--- config.mk ---
export PLATFORM = sky130hd
export DESIGN_NAME = five_window_crop_router
export DESIGN_NICKNAME = d
export VERILOG_FILES = /design/src/design/fwcr_pkg.sv /design/src/design/five_window_crop_router.sv /design/src/design/fwcr_front.sv /design/src/design/fwcr_queue.sv /design/src/design/fwcr_back.sv
export VERILOG_INCLUDE_DIRS = /design/src /design/src/design
export SDC_FILE = /design/constraint.sdc
export NUM_CORES = 2
export LEC_CHECK = 0
export BUFFER_PORTS_ARGS = -buffer_cell sky130_fd_sc_hd__buf_2
export CAP_MARGIN = 10
export CORE_MARGIN = 3
export CORE_UTILIZATION = 60
export DETAILED_ROUTE_END_ITERATION = 8
export PLACE_DENSITY = 0.76
export SLEW_MARGIN = 20
export SYNTH_ARGS = -nofsm -noshare
export SYNTH_HDL_FRONTEND = slang
export SYNTH_HIERARCHICAL = 1
export SYNTH_SLANG_ARGS = --single-unit
--- constraint.sdc ---
create_clock -name clock -period 12.9 [get_ports clock]
set_clock_uncertainty 0.1 [all_clocks]
set_input_delay 0 -clock clock [delete_from_list [all_inputs] [get_ports clock]]
set_output_delay 0 -clock clock [all_outputs]
set_load 0.1 [all_outputs]
--- src/design/assert_macros.svh ---
// assertion macros shared by the crop router rtl
// no dependencies; expects signals named clock and reset in the using scope
`ifndef ASSERT_MACROS_SVH
`define ASSERT_MACROS_SVH

// expression must hold at every clock edge outside reset
`define FWCR_ASSERT_ALWAYS(label, expr, msg) \
   label: assert property (@(posedge clock) disable iff (reset) (expr)) \
      else $error(msg);

// consequent must hold in the cycle after the antecedent
`define FWCR_ASSERT_NEXT(label, ante, cons, msg) \
   label: assert property (@(posedge clock) disable iff (reset) (ante) |=> (cons)) \
      else $error(msg);

`endif

--- src/design/fwcr_pkg.sv ---
// types, constants and register codes of the five window crop router
// no dependencies; used by every module of the block
`default_nettype none

package fwcr_pkg;

   localparam int MAX_DIM           = 4096;
   localparam int MAX_CROPS_DEFAULT = 5;
   localparam int PIXEL_BITS        = 32;

   localparam int DIM_BITS   = $clog2(MAX_DIM);   // row and column counters
   localparam int IMG_BITS   = 13;
   localparam int CROP_BITS  = 12;
   localparam int COUNT_BITS = 3;
   localparam int CODES_BITS = 15;
   localparam int CODE_BITS  = 3;
   localparam int CODE_SLOTS = 5;
   localparam int IDX_BITS   = 3;
   localparam int CSR_BITS   = 15;
   localparam int ADDR_BITS  = 3;

   localparam int QUEUE_DEPTH = 4;

   typedef enum logic [ADDR_BITS-1:0] {
      REG_IMAGE_HEIGHT   = 3'd0,
      REG_IMAGE_WIDTH    = 3'd1,
      REG_CROP_HEIGHT    = 3'd2,
      REG_CROP_WIDTH     = 3'd3,
      REG_CROP_COUNT     = 3'd4,
      REG_POSITION_CODES = 3'd5
   } csr_reg_type;

   typedef enum logic [CODE_BITS-1:0] {
      POS_CENTER      = 3'd0,
      POS_UPPER_LEFT  = 3'd1,
      POS_UPPER_RIGHT = 3'd2,
      POS_LOWER_LEFT  = 3'd3,
      POS_LOWER_RIGHT = 3'd4
   } pos_code_type;

   localparam logic [IMG_BITS-1:0]   RESET_IMAGE_HEIGHT   = 13'd256;
   localparam logic [IMG_BITS-1:0]   RESET_IMAGE_WIDTH    = 13'd256;
   localparam logic [CROP_BITS-1:0]  RESET_CROP_HEIGHT    = 12'd224;
   localparam logic [CROP_BITS-1:0]  RESET_CROP_WIDTH     = 12'd224;
   localparam logic [COUNT_BITS-1:0] RESET_CROP_COUNT     = 3'd5;
   localparam logic [CODES_BITS-1:0] RESET_POSITION_CODES = 15'd18056;

   typedef struct packed {
      logic [IMG_BITS-1:0]   image_height;
      logic [IMG_BITS-1:0]   image_width;
      logic [CROP_BITS-1:0]  crop_height;
      logic [CROP_BITS-1:0]  crop_width;
      logic [COUNT_BITS-1:0] crop_count;
      logic [CODES_BITS-1:0] position_codes;
   } cfg_type;

   // one classified pixel: which windows take it and where
   typedef struct packed {
      logic [PIXEL_BITS-1:0]                pixel;
      logic [CODE_SLOTS-1:0]                mask;
      logic [CODE_SLOTS-1:0][CROP_BITS-1:0] row;
      logic [CODE_SLOTS-1:0][CROP_BITS-1:0] col;
   } item_type;

   // image size forced into 1 .. MAX_DIM
   function automatic logic [IMG_BITS-1:0] clamp_dim(input logic [IMG_BITS-1:0] v);
      logic [IMG_BITS-1:0] r;
      r = v;
      if (v == '0) begin
         r = IMG_BITS'(1);
      end else if (v > IMG_BITS'(MAX_DIM)) begin
         r = IMG_BITS'(MAX_DIM);
      end
      return r;
   endfunction

   // half of the size difference, zero when the crop does not fit
   function automatic logic [DIM_BITS-1:0] half_gap(input logic [IMG_BITS-1:0]  img,
                                                    input logic [CROP_BITS-1:0] crop);
      logic [IMG_BITS-1:0] diff;
      diff = img - {{(IMG_BITS-CROP_BITS){1'b0}}, crop};
      if ({{(IMG_BITS-CROP_BITS){1'b0}}, crop} >= img) begin
         diff = '0;
      end
      return DIM_BITS'(diff >> 1);
   endfunction

endpackage

`default_nettype wire

--- src/design/five_window_crop_router.sv ---
// five window crop router top level: config registers, front end, queue, back end
// path: input register, queue entry, back end work register, response register
// throughput: one request per cycle while each pixel falls in at most one window and
//   the response side does not stall; a pixel inside n windows (up to 5) gives n
//   responses, one per cycle on the single response port while it is ready, the queue absorbs bursts
// reset: synchronous, restores register defaults, zeroes counters, empties queue
`default_nettype none
`include "assert_macros.svh"

module five_window_crop_router #(
   parameter int MAX_CROPS = fwcr_pkg::MAX_CROPS_DEFAULT
) (
   input  wire logic                           clock,
   input  wire logic                           reset,
   // config write port
   input  wire logic                           csr_we,
   input  wire logic [fwcr_pkg::ADDR_BITS-1:0] csr_addr,
   input  wire logic [fwcr_pkg::CSR_BITS-1:0]  csr_wdata,
   // request stream
   input  wire logic                           req_tvalid,
   output logic                                req_tready,
   input  wire logic [31:0]                    req_tdata,  // [31:0] pixel_value
   input  wire logic                           req_tuser,  // [0] plane_start
   // response stream
   output logic                                rsp_tvalid,
   input  wire logic                           rsp_tready,
   output logic [55:0]                         rsp_tdata,  // [11:0] crop_row,
                                                           // [23:12] crop_col,
                                                           // [55:24] pixel_out
   output logic [2:0]                          rsp_tuser,  // [2:0] crop_index
   output logic                                rsp_tlast   // last_of_run
);

   // config registers
   fwcr_pkg::cfg_type cfg_ff, cfg_in;

   always_comb begin
      cfg_in = cfg_ff;
      if (csr_we) begin
         unique case (fwcr_pkg::csr_reg_type'(csr_addr))
            fwcr_pkg::REG_IMAGE_HEIGHT:
               cfg_in.image_height = fwcr_pkg::IMG_BITS'(csr_wdata);
            fwcr_pkg::REG_IMAGE_WIDTH:
               cfg_in.image_width = fwcr_pkg::IMG_BITS'(csr_wdata);
            fwcr_pkg::REG_CROP_HEIGHT:
               cfg_in.crop_height = fwcr_pkg::CROP_BITS'(csr_wdata);
            fwcr_pkg::REG_CROP_WIDTH:
               cfg_in.crop_width = fwcr_pkg::CROP_BITS'(csr_wdata);
            fwcr_pkg::REG_CROP_COUNT:
               cfg_in.crop_count = fwcr_pkg::COUNT_BITS'(csr_wdata);
            fwcr_pkg::REG_POSITION_CODES:
               cfg_in.position_codes = csr_wdata;
            default: begin
               // unknown index, write dropped
               cfg_in = cfg_ff;
            end
         endcase
      end
   end

   always_ff @(posedge clock) begin
      if (reset) begin
         cfg_ff.image_height   <= fwcr_pkg::RESET_IMAGE_HEIGHT;
         cfg_ff.image_width    <= fwcr_pkg::RESET_IMAGE_WIDTH;
         cfg_ff.crop_height    <= fwcr_pkg::RESET_CROP_HEIGHT;
         cfg_ff.crop_width     <= fwcr_pkg::RESET_CROP_WIDTH;
         cfg_ff.crop_count     <= fwcr_pkg::RESET_CROP_COUNT;
         cfg_ff.position_codes <= fwcr_pkg::RESET_POSITION_CODES;
      end else begin
         cfg_ff <= cfg_in;
      end
   end

   // front end -> queue -> back end
   logic               q_push, q_full, q_valid, q_pop;
   fwcr_pkg::item_type q_push_item, q_head;

   fwcr_front #(
      .MAX_CROPS (MAX_CROPS)
   ) u_front (
      .clock     (clock),
      .reset     (reset),
      .cfg       (cfg_ff),
      .req_valid (req_tvalid),
      .req_ready (req_tready),
      .req_pixel (req_tdata[fwcr_pkg::PIXEL_BITS-1:0]),
      .req_start (req_tuser),
      .q_push    (q_push),
      .q_item    (q_push_item),
      .q_full    (q_full)
   );

   fwcr_queue u_queue (
      .clock     (clock),
      .reset     (reset),
      .push      (q_push),
      .push_item (q_push_item),
      .full      (q_full),
      .pop       (q_pop),
      .valid     (q_valid),
      .head      (q_head)
   );

   logic [fwcr_pkg::CROP_BITS-1:0]  crop_row, crop_col;
   logic [fwcr_pkg::PIXEL_BITS-1:0] pixel_out;

   fwcr_back u_back (
      .clock     (clock),
      .reset     (reset),
      .q_valid   (q_valid),
      .q_item    (q_head),
      .q_pop     (q_pop),
      .rsp_valid (rsp_tvalid),
      .rsp_ready (rsp_tready),
      .rsp_index (rsp_tuser),
      .rsp_row   (crop_row),
      .rsp_col   (crop_col),
      .rsp_pixel (pixel_out),
      .rsp_last  (rsp_tlast)
   );

   // pack response payload, row in the low bits
   assign rsp_tdata = {pixel_out, crop_col, crop_row};

   // front end only pushes when the queue has room
   `FWCR_ASSERT_ALWAYS(a_queue_no_overflow, !(q_push && q_full), "queue overflow")
   // every queued pixel has at least one window to serve
   `FWCR_ASSERT_ALWAYS(a_queue_head_nonempty, !q_valid || (q_head.mask != '0), "empty mask queued")
   // window index on the response is always a real window
   `FWCR_ASSERT_ALWAYS(a_rsp_index_range,
      !rsp_tvalid || (rsp_tuser < fwcr_pkg::IDX_BITS'(fwcr_pkg::CODE_SLOTS)), "bad crop index")
   // a pop always follows from a non-empty queue and leaves the next head or empty
   `FWCR_ASSERT_NEXT(a_pop_needs_data, q_pop, $past(q_valid), "pop from empty queue")

endmodule

`default_nettype wire

--- src/design/fwcr_front.sv ---
// front end: request register, row/column counters and window classification
// depends on fwcr_pkg
`default_nettype none

module fwcr_front #(
   parameter int MAX_CROPS = fwcr_pkg::MAX_CROPS_DEFAULT
) (
   input  wire logic                            clock,
   input  wire logic                            reset,
   input  wire fwcr_pkg::cfg_type               cfg,
   input  wire logic                            req_valid,
   output logic                                 req_ready,
   input  wire logic [fwcr_pkg::PIXEL_BITS-1:0] req_pixel,
   input  wire logic                            req_start,
   output logic                                 q_push,
   output fwcr_pkg::item_type                   q_item,
   input  wire logic                            q_full
);

   localparam int USED_MAX = (MAX_CROPS < fwcr_pkg::CODE_SLOTS) ?
                             MAX_CROPS : fwcr_pkg::CODE_SLOTS;
   localparam int DB = fwcr_pkg::DIM_BITS;

   // geometry derived from the registers, taking their values in the cycle after they change
   logic [fwcr_pkg::IMG_BITS-1:0]                       h_img_ff, w_img_ff;
   logic [DB-1:0]                                       h_off_ff, w_off_ff;
   logic [fwcr_pkg::CODE_SLOTS-1:0]                     lane_en_ff;
   logic [fwcr_pkg::CODE_SLOTS-1:0][fwcr_pkg::CODE_BITS-1:0] code_ff;
   logic [fwcr_pkg::CODE_SLOTS-1:0]                     lane_en_in;

   logic                            in_valid_ff, in_valid_in;
   logic [fwcr_pkg::PIXEL_BITS-1:0] in_pixel_ff;
   logic                            in_start_ff;
   logic [DB-1:0]                   row_ff, row_in, col_ff, col_in;

   logic                            advance;
   logic [DB-1:0]                   r, c;
   logic [fwcr_pkg::IMG_BITS-1:0]   c_next, r_next;
   logic [DB-1:0]                   y, x;
   logic [DB:0]                     dr, dc;

   always_comb begin
      lane_en_in = '0;
      for (int k = 0; k < fwcr_pkg::CODE_SLOTS; k++) begin
         lane_en_in[k] = (k < USED_MAX) &&
                         (fwcr_pkg::COUNT_BITS'(k) < cfg.crop_count) &&
                         (cfg.position_codes[k*fwcr_pkg::CODE_BITS +: fwcr_pkg::CODE_BITS]
                          < fwcr_pkg::CODE_BITS'(fwcr_pkg::CODE_SLOTS));
      end
   end

   always_ff @(posedge clock) begin
      h_img_ff   <= fwcr_pkg::clamp_dim(cfg.image_height);
      w_img_ff   <= fwcr_pkg::clamp_dim(cfg.image_width);
      h_off_ff   <= fwcr_pkg::half_gap(fwcr_pkg::clamp_dim(cfg.image_height), cfg.crop_height);
      w_off_ff   <= fwcr_pkg::half_gap(fwcr_pkg::clamp_dim(cfg.image_width), cfg.crop_width);
      lane_en_ff <= lane_en_in;
      code_ff    <= cfg.position_codes;
   end

   assign advance   = in_valid_ff && !q_full;
   assign req_ready = !in_valid_ff || advance;

   always_comb begin
      in_valid_in = in_valid_ff;
      if (req_valid && req_ready) begin
         in_valid_in = 1'b1;
      end else if (advance) begin
         in_valid_in = 1'b0;
      end
   end

   // position of the current pixel
   always_comb begin
      r = row_ff;
      c = col_ff;
      if (in_start_ff || ({1'b0, row_ff} >= h_img_ff)) begin
         r = '0;
      end
      if (in_start_ff || ({1'b0, col_ff} >= w_img_ff)) begin
         c = '0;
      end
      c_next = {1'b0, c} + 1'b1;
      r_next = {1'b0, r} + 1'b1;
      row_in = row_ff;
      col_in = col_ff;
      if (advance) begin
         if (c_next >= w_img_ff) begin
            col_in = '0;
            row_in = (r_next >= h_img_ff) ? '0 : DB'(r_next);
         end else begin
            col_in = DB'(c_next);
            row_in = r;
         end
      end
   end

   // per window hit test and coordinates
   always_comb begin
      q_item       = '0;
      q_item.pixel = in_pixel_ff;
      for (int k = 0; k < fwcr_pkg::CODE_SLOTS; k++) begin
         y = '0;
         x = '0;
         unique case (fwcr_pkg::pos_code_type'(code_ff[k]))
            fwcr_pkg::POS_CENTER: begin
               y = h_off_ff;
               x = w_off_ff;
            end
            fwcr_pkg::POS_UPPER_LEFT: begin
               y = '0;
               x = '0;
            end
            fwcr_pkg::POS_UPPER_RIGHT: begin
               y = '0;
               x = DB'({w_off_ff, 1'b0});
            end
            fwcr_pkg::POS_LOWER_LEFT: begin
               y = DB'({h_off_ff, 1'b0});
               x = '0;
            end
            fwcr_pkg::POS_LOWER_RIGHT: begin
               y = DB'({h_off_ff, 1'b0});
               x = DB'({w_off_ff, 1'b0});
            end
            default: begin
               y = '0;
               x = '0;
            end
         endcase
         dr = {1'b0, r} - {1'b0, y};
         dc = {1'b0, c} - {1'b0, x};
         q_item.row[k]  = fwcr_pkg::CROP_BITS'(dr);
         q_item.col[k]  = fwcr_pkg::CROP_BITS'(dc);
         q_item.mask[k] = lane_en_ff[k] && !dr[DB] && !dc[DB] &&
                          (fwcr_pkg::CROP_BITS'(dr) < cfg.crop_height) &&
                          (fwcr_pkg::CROP_BITS'(dc) < cfg.crop_width);
      end
   end

   // pixels that land in no window still move the counters
   assign q_push = advance && (q_item.mask != '0);

   always_ff @(posedge clock) begin
      if (reset) begin
         in_valid_ff <= 1'b0;
         row_ff      <= '0;
         col_ff      <= '0;
      end else begin
         in_valid_ff <= in_valid_in;
         row_ff      <= row_in;
         col_ff      <= col_in;
      end
   end

   always_ff @(posedge clock) begin
      if (req_valid && req_ready) begin
         in_pixel_ff <= req_pixel;
         in_start_ff <= req_start;
      end
   end

endmodule

`default_nettype wire

--- src/design/fwcr_queue.sv ---
// small register queue between the front end and the back end
// depends on fwcr_pkg
`default_nettype none

module fwcr_queue (
   input  wire logic               clock,
   input  wire logic               reset,
   input  wire logic               push,
   input  wire fwcr_pkg::item_type push_item,
   output logic                    full,
   input  wire logic               pop,
   output logic                    valid,
   output fwcr_pkg::item_type      head
);

   localparam int DEPTH     = fwcr_pkg::QUEUE_DEPTH;
   localparam int PTR_BITS  = $clog2(DEPTH);
   localparam int CNT_BITS  = $clog2(DEPTH + 1);

   fwcr_pkg::item_type  entry_ff [DEPTH];
   logic [PTR_BITS-1:0] wr_ptr_ff, rd_ptr_ff;
   logic [CNT_BITS-1:0] count_ff, count_in;
   logic                do_push, do_pop;

   assign full    = (count_ff == CNT_BITS'(DEPTH));
   assign valid   = (count_ff != '0);
   assign head    = entry_ff[rd_ptr_ff];
   assign do_push = push && !full;
   assign do_pop  = pop && valid;

   always_comb begin
      count_in = count_ff;
      if (do_push && !do_pop) begin
         count_in = count_ff + 1'b1;
      end else if (do_pop && !do_push) begin
         count_in = count_ff - 1'b1;
      end
   end

   always_ff @(posedge clock) begin
      if (reset) begin
         wr_ptr_ff <= '0;
         rd_ptr_ff <= '0;
         count_ff  <= '0;
      end else begin
         count_ff <= count_in;
         if (do_push) begin
            wr_ptr_ff <= (wr_ptr_ff == PTR_BITS'(DEPTH - 1)) ? '0 : wr_ptr_ff + 1'b1;
         end
         if (do_pop) begin
            rd_ptr_ff <= (rd_ptr_ff == PTR_BITS'(DEPTH - 1)) ? '0 : rd_ptr_ff + 1'b1;
         end
      end
   end

   always_ff @(posedge clock) begin
      if (do_push) begin
         entry_ff[wr_ptr_ff] <= push_item;
      end
   end

endmodule

`default_nettype wire

--- src/design/fwcr_back.sv ---
// back end: walks the window mask of one pixel and drives one response per hit
// depends on fwcr_pkg
`default_nettype none

module fwcr_back (
   input  wire logic                           clock,
   input  wire logic                           reset,
   input  wire logic                           q_valid,
   input  wire fwcr_pkg::item_type             q_item,
   output logic                                q_pop,
   output logic                                rsp_valid,
   input  wire logic                           rsp_ready,
   output logic [fwcr_pkg::IDX_BITS-1:0]       rsp_index,
   output logic [fwcr_pkg::CROP_BITS-1:0]      rsp_row,
   output logic [fwcr_pkg::CROP_BITS-1:0]      rsp_col,
   output logic [fwcr_pkg::PIXEL_BITS-1:0]     rsp_pixel,
   output logic                                rsp_last
);

   logic                            work_valid_ff, work_valid_in;
   logic [fwcr_pkg::CODE_SLOTS-1:0] work_mask_ff, work_mask_in;
   fwcr_pkg::item_type              work_item_ff;
   logic                            rsp_valid_ff, rsp_valid_in;
   logic [fwcr_pkg::IDX_BITS-1:0]   rsp_index_ff;
   logic [fwcr_pkg::CROP_BITS-1:0]  rsp_row_ff, rsp_col_ff;
   logic [fwcr_pkg::PIXEL_BITS-1:0] rsp_pixel_ff;
   logic                            rsp_last_ff;

   logic [fwcr_pkg::CODE_SLOTS-1:0] lowest, remain;
   logic [fwcr_pkg::IDX_BITS-1:0]   sel;
   logic                            out_free, emit, done, load;

   always_comb begin
      lowest = work_mask_ff & (~work_mask_ff + 1'b1);
      remain = work_mask_ff & ~lowest;
      sel    = '0;
      for (int k = fwcr_pkg::CODE_SLOTS - 1; k >= 0; k--) begin
         if (work_mask_ff[k]) begin
            sel = fwcr_pkg::IDX_BITS'(k);
         end
      end
   end

   assign out_free = !rsp_valid_ff || rsp_ready;
   assign emit     = work_valid_ff && out_free;
   assign done     = emit && (remain == '0);
   assign load     = q_valid && (!work_valid_ff || done);
   assign q_pop    = load;

   always_comb begin
      work_valid_in = work_valid_ff;
      work_mask_in  = work_mask_ff;
      if (load) begin
         work_valid_in = 1'b1;
         work_mask_in  = q_item.mask;
      end else if (done) begin
         work_valid_in = 1'b0;
      end else if (emit) begin
         work_mask_in  = remain;
      end
      rsp_valid_in = rsp_valid_ff;
      if (emit) begin
         rsp_valid_in = 1'b1;
      end else if (rsp_ready) begin
         rsp_valid_in = 1'b0;
      end
   end

   always_ff @(posedge clock) begin
      if (reset) begin
         work_valid_ff <= 1'b0;
         rsp_valid_ff  <= 1'b0;
      end else begin
         work_valid_ff <= work_valid_in;
         rsp_valid_ff  <= rsp_valid_in;
      end
   end

   always_ff @(posedge clock) begin
      work_mask_ff <= work_mask_in;
      if (load) begin
         work_item_ff <= q_item;
      end
      if (emit) begin
         rsp_index_ff <= sel;
         rsp_row_ff   <= work_item_ff.row[sel];
         rsp_col_ff   <= work_item_ff.col[sel];
         rsp_pixel_ff <= work_item_ff.pixel;
         rsp_last_ff  <= (remain == '0);
      end
   end

   assign rsp_valid = rsp_valid_ff;
   assign rsp_index = rsp_index_ff;
   assign rsp_row   = rsp_row_ff;
   assign rsp_col   = rsp_col_ff;
   assign rsp_pixel = rsp_pixel_ff;
   assign rsp_last  = rsp_last_ff;

endmodule

`default_nettype wire

==> flow_summary_export.csv <==
group,metric,value,unit
power_and_ir_drop,power_switching_share,0.325,
worst_setup_path,cp.depth,27,
global_route,antenna_found_initial,1,
clocking,path_clk_slew,60,ps
routing,wl_per_cell,25.5,um
cells_and_area,final_nets,4077,
timing,setup_violations,0,
yosys,synth_top_flop_cell,"edfxtp_1",
yosys,ys_seq_elements,1052,
worst_setup_path,r2r_start,"u_front/col_ff[0]",
routing,drtIter0Drc,2631,
yosys,synth_seq_area_share,0.601,
timing,fin_crit,9330,ps
routing,viasPerCell,6.42,
worst_setup_path,worstPathArrival,9490,ps
clocking,cts_root_buffer,"clkbuf_16",
cells_and_area,fin_area,55400,sq um
cells_and_area,layout-drive-gt1-share,0.156,
worst_hold_path,hp-class,"in -> reg",
place,dpl_cell_area,51000,sq um
worst_setup_path,rr_endpoint,"u_queue/entry_ff[1][85]",
clocking,clock_latency,710,ps
timing,tns,0,ps
worst_hold_path,hp-start,"req_tuser",
yosys,synth_fp_nets,3864,
floorplan,die_h,294,um
floorplan,io_pins,118,
timing,max-slew-margin-rel,0.273,
floorplan,die_w,294,um
global_route,use_met3,0.0498,
power_and_ir_drop,leakage,20.0,nW
yosys,synth.distinct_cells,95,
cells_and_area,final_common_cell,"edfxtp_1",
yosys,yosysWarnings,6,
place,hpwl,80200,um
global_route,use_met1,0.389,
global_route,grt_overflow_total,0,
power_and_ir_drop,ir_drop,296,uV
timing,tightest_slew,1090,ps
floorplan,row_count,104,
worst_setup_path,crit_type,"reg -> reg",
global_route,grt_pass1_wl,189000,um
yosys,netlist_area,49600,sq um
floorplan,dieArea,86200,sq um
clocking,h-tree-depth,3,
worst_setup_path,crit_buf_inv,2,
routing,routed_wl,123000,um
worst_setup_path,ff2ff_path_depth,27,
cells_and_area,stdcell_count,4841,
run_status,outcome,"finished clean",
power_and_ir_drop,powerDensity,185,nW/um^2
place,gp_congestion,0.904,
floorplan,core,81200,sq um
clocking,cts_tree,"yes",
cells_and_area,layout.cells.most_common_list,"edfxtp_1, ha_1, nor2_1",
global_route,gr-max-usage-layer,"met2",
place,place_inst,4550,
routing,ant_nets,0,
worst_setup_path,path_delay_family,"compound AO/OA/AOI/OAI gates",
clocking,cts_sinks,1052,
worst_setup_path,crit_path_max_incr_delay,880,ps
worst_setup_path,rrSetupSlack,3570,ps
clocking,cts_buffers,102,
timing,hold_ws,99.1,ps
floorplan,initial_core_util,0.611,
power_and_ir_drop,power_frac_clock,0.289,
worst_hold_path,whs_endpoint,"u_front/in_start_ff",
timing,rsz0062_at_grt,"no",
worst_setup_path,end_kind,"flip-flop",
power_and_ir_drop,p_int,6.90,mW
routing,vias,31100,
global_route,grt_max_degree,153,
worst_setup_path,required,13060,ps
clocking,cts_max_path_buffers,3,
worst_hold_path,hold_depth,2,
routing,drc,0,
clocking,cts.repair.resized,0,
power_and_ir_drop,p_sw,3.33,mW
timing,slew_viol_final,0,
worst_setup_path,crit_fanout,66,
timing,finalHoldViolCount,0,
global_route,grtUsageTotal,0.288,
place,io_buffers,117,
global_route,grt_pass1_vias,32200,
yosys,synth_area_per_cell,14.2,sq um
timing,max_freq,107,MHz
power_and_ir_drop,combPwrFrac,0.259,
cells_and_area,syn2layout_area_growth,11.6,%
job,drv_cap,0,
global_route,gr-usage-met2,0.471,
worst_setup_path,cp-start-kind,"flip-flop",
routing,drt_pass1_iterations,5,
worst_setup_path,crit_slowest_cell,"buf_4",
yosys,syn_inst,3485,
timing,finalCritPeriodShare,0.723,
yosys,synthArstFlopShare,0,
power_and_ir_drop,sequentialPowerShare,0.452,
yosys,synth_edf_count,878,
==> how the worst max path moves through the flow <==
stage / from / end / slack [ps]
floorplan: u_back/work_mask_ff[0] / u_queue/count_ff[2] / 2320
global placement: u_front/col_ff[0] / u_queue/entry_ff[1][73] / 4160
detailed placement: u_front/col_ff[0] / u_queue/entry_ff[1][98] / 3870
CTS: u_front/col_ff[0] / u_queue/entry_ff[1][86] / 3800
global route: u_front/col_ff[0] / u_queue/entry_ff[1][71] / 3050
finish: u_front/col_ff[0] / u_queue/entry_ff[1][85] / 3570
==> per-stage QoR <==
step                worst slack, ps  power [mW]   util
floorplan                      2320        6.64      -
global placement               4160        7.13  0.628
detailed placement             3870        7.24  0.628
CTS                            3800        10.2  0.682
global route                   3050        10.6  0.682
finish                         3570        10.2  0.682
==> layout make-up <==
type,count,area (sq um)
fill,5375,25800
inverter,129,484
antenna,1,2.50
multi-input combinational,2156,18400
timing repair buffer,257,1930
clock inverter,63,737
tap,1060,1330
clock buffer,123,2630
sequential,1052,29900
==> power groups by stage <==
stage                     registers, mW  clock network (mW)  logic [mW]
after floorplan                    5.09                   0        1.55
after global placement             4.64                   0        2.49
after global routing               4.66                3.13        2.81
after CTS                          4.61                2.99        2.63
after detailed placement           4.67                   0        2.57
final                              4.62                2.96        2.65
==> cell families after synthesis <==
| logic type | after synthesis | share of synthesized area |
|---|---|---|
| DFF | 1052 | 0.601 |
| xor gates and xnor gates | 122 | 0.0217 |
| buffers and inverters | 277 | 0.0282 |
| adders and majority gates | 324 | 0.0836 |
| muxes | 251 | 0.0907 |
| and+or+nand+nor | 841 | 0.0869 |
| AOI/OAI and AO/OA | 618 | 0.0876 |
==> synthesized netlist by cell type, drive strengths merged (22+ instances only) <==
cell,n,area share
nor2b,70,0.0089
xnor2,78,0.014
mux4,157,0.071
o31ai,29,0.0067
nand2b,97,0.012
o22ai,28,0.0035
and2,26,0.0033
a21o,36,0.0054
xor2,44,0.0078
inv,129,0.0098
nand3,47,0.0047
clkbuf,77,0.0062
o21ai,103,0.010
nor3,50,0.0050
and3,27,0.0035
mux2i,72,0.015
ha,310,0.078
nand2,171,0.013
o211a,25,0.0050
dfxtp,174,0.070
nor2,210,0.016
mux2,22,0.0050
edfxtp,878,0.53
buf,71,0.012
or2,54,0.0068
nand4,26,0.0033
a22oi,99,0.015
a21oi,136,0.014
==> flip-flops by register name, indices dropped and copies added (netlist names), 13 cells and up, named ones only <==
signal	flops
u_front/w_img_ff	13
u_front/h_img_ff	13
u_back/rsp_pixel	32
cfg_ff	68
u_front/in_pixel_ff	32
u_back/work_item_ff	152
u_queue/entry_ff	628
u_front/code_ff	15
==> per-layer routing <==
metal,vias to the layer above,share of wire,wire length (um)
met5,-,0,0
met4,0,0.040,4900
met3,287,0.078,9650
met1,15500,0.40,49600
li1,13800,-,-
met2,1498,0.48,59200
==> timing repair <==
item	in CTS	in global routing
endpoints found under the hold margin	117	0
setup buffers	0	0
hold buffers	104	0
No activity file was read; power rests on OpenSTA's default activity.
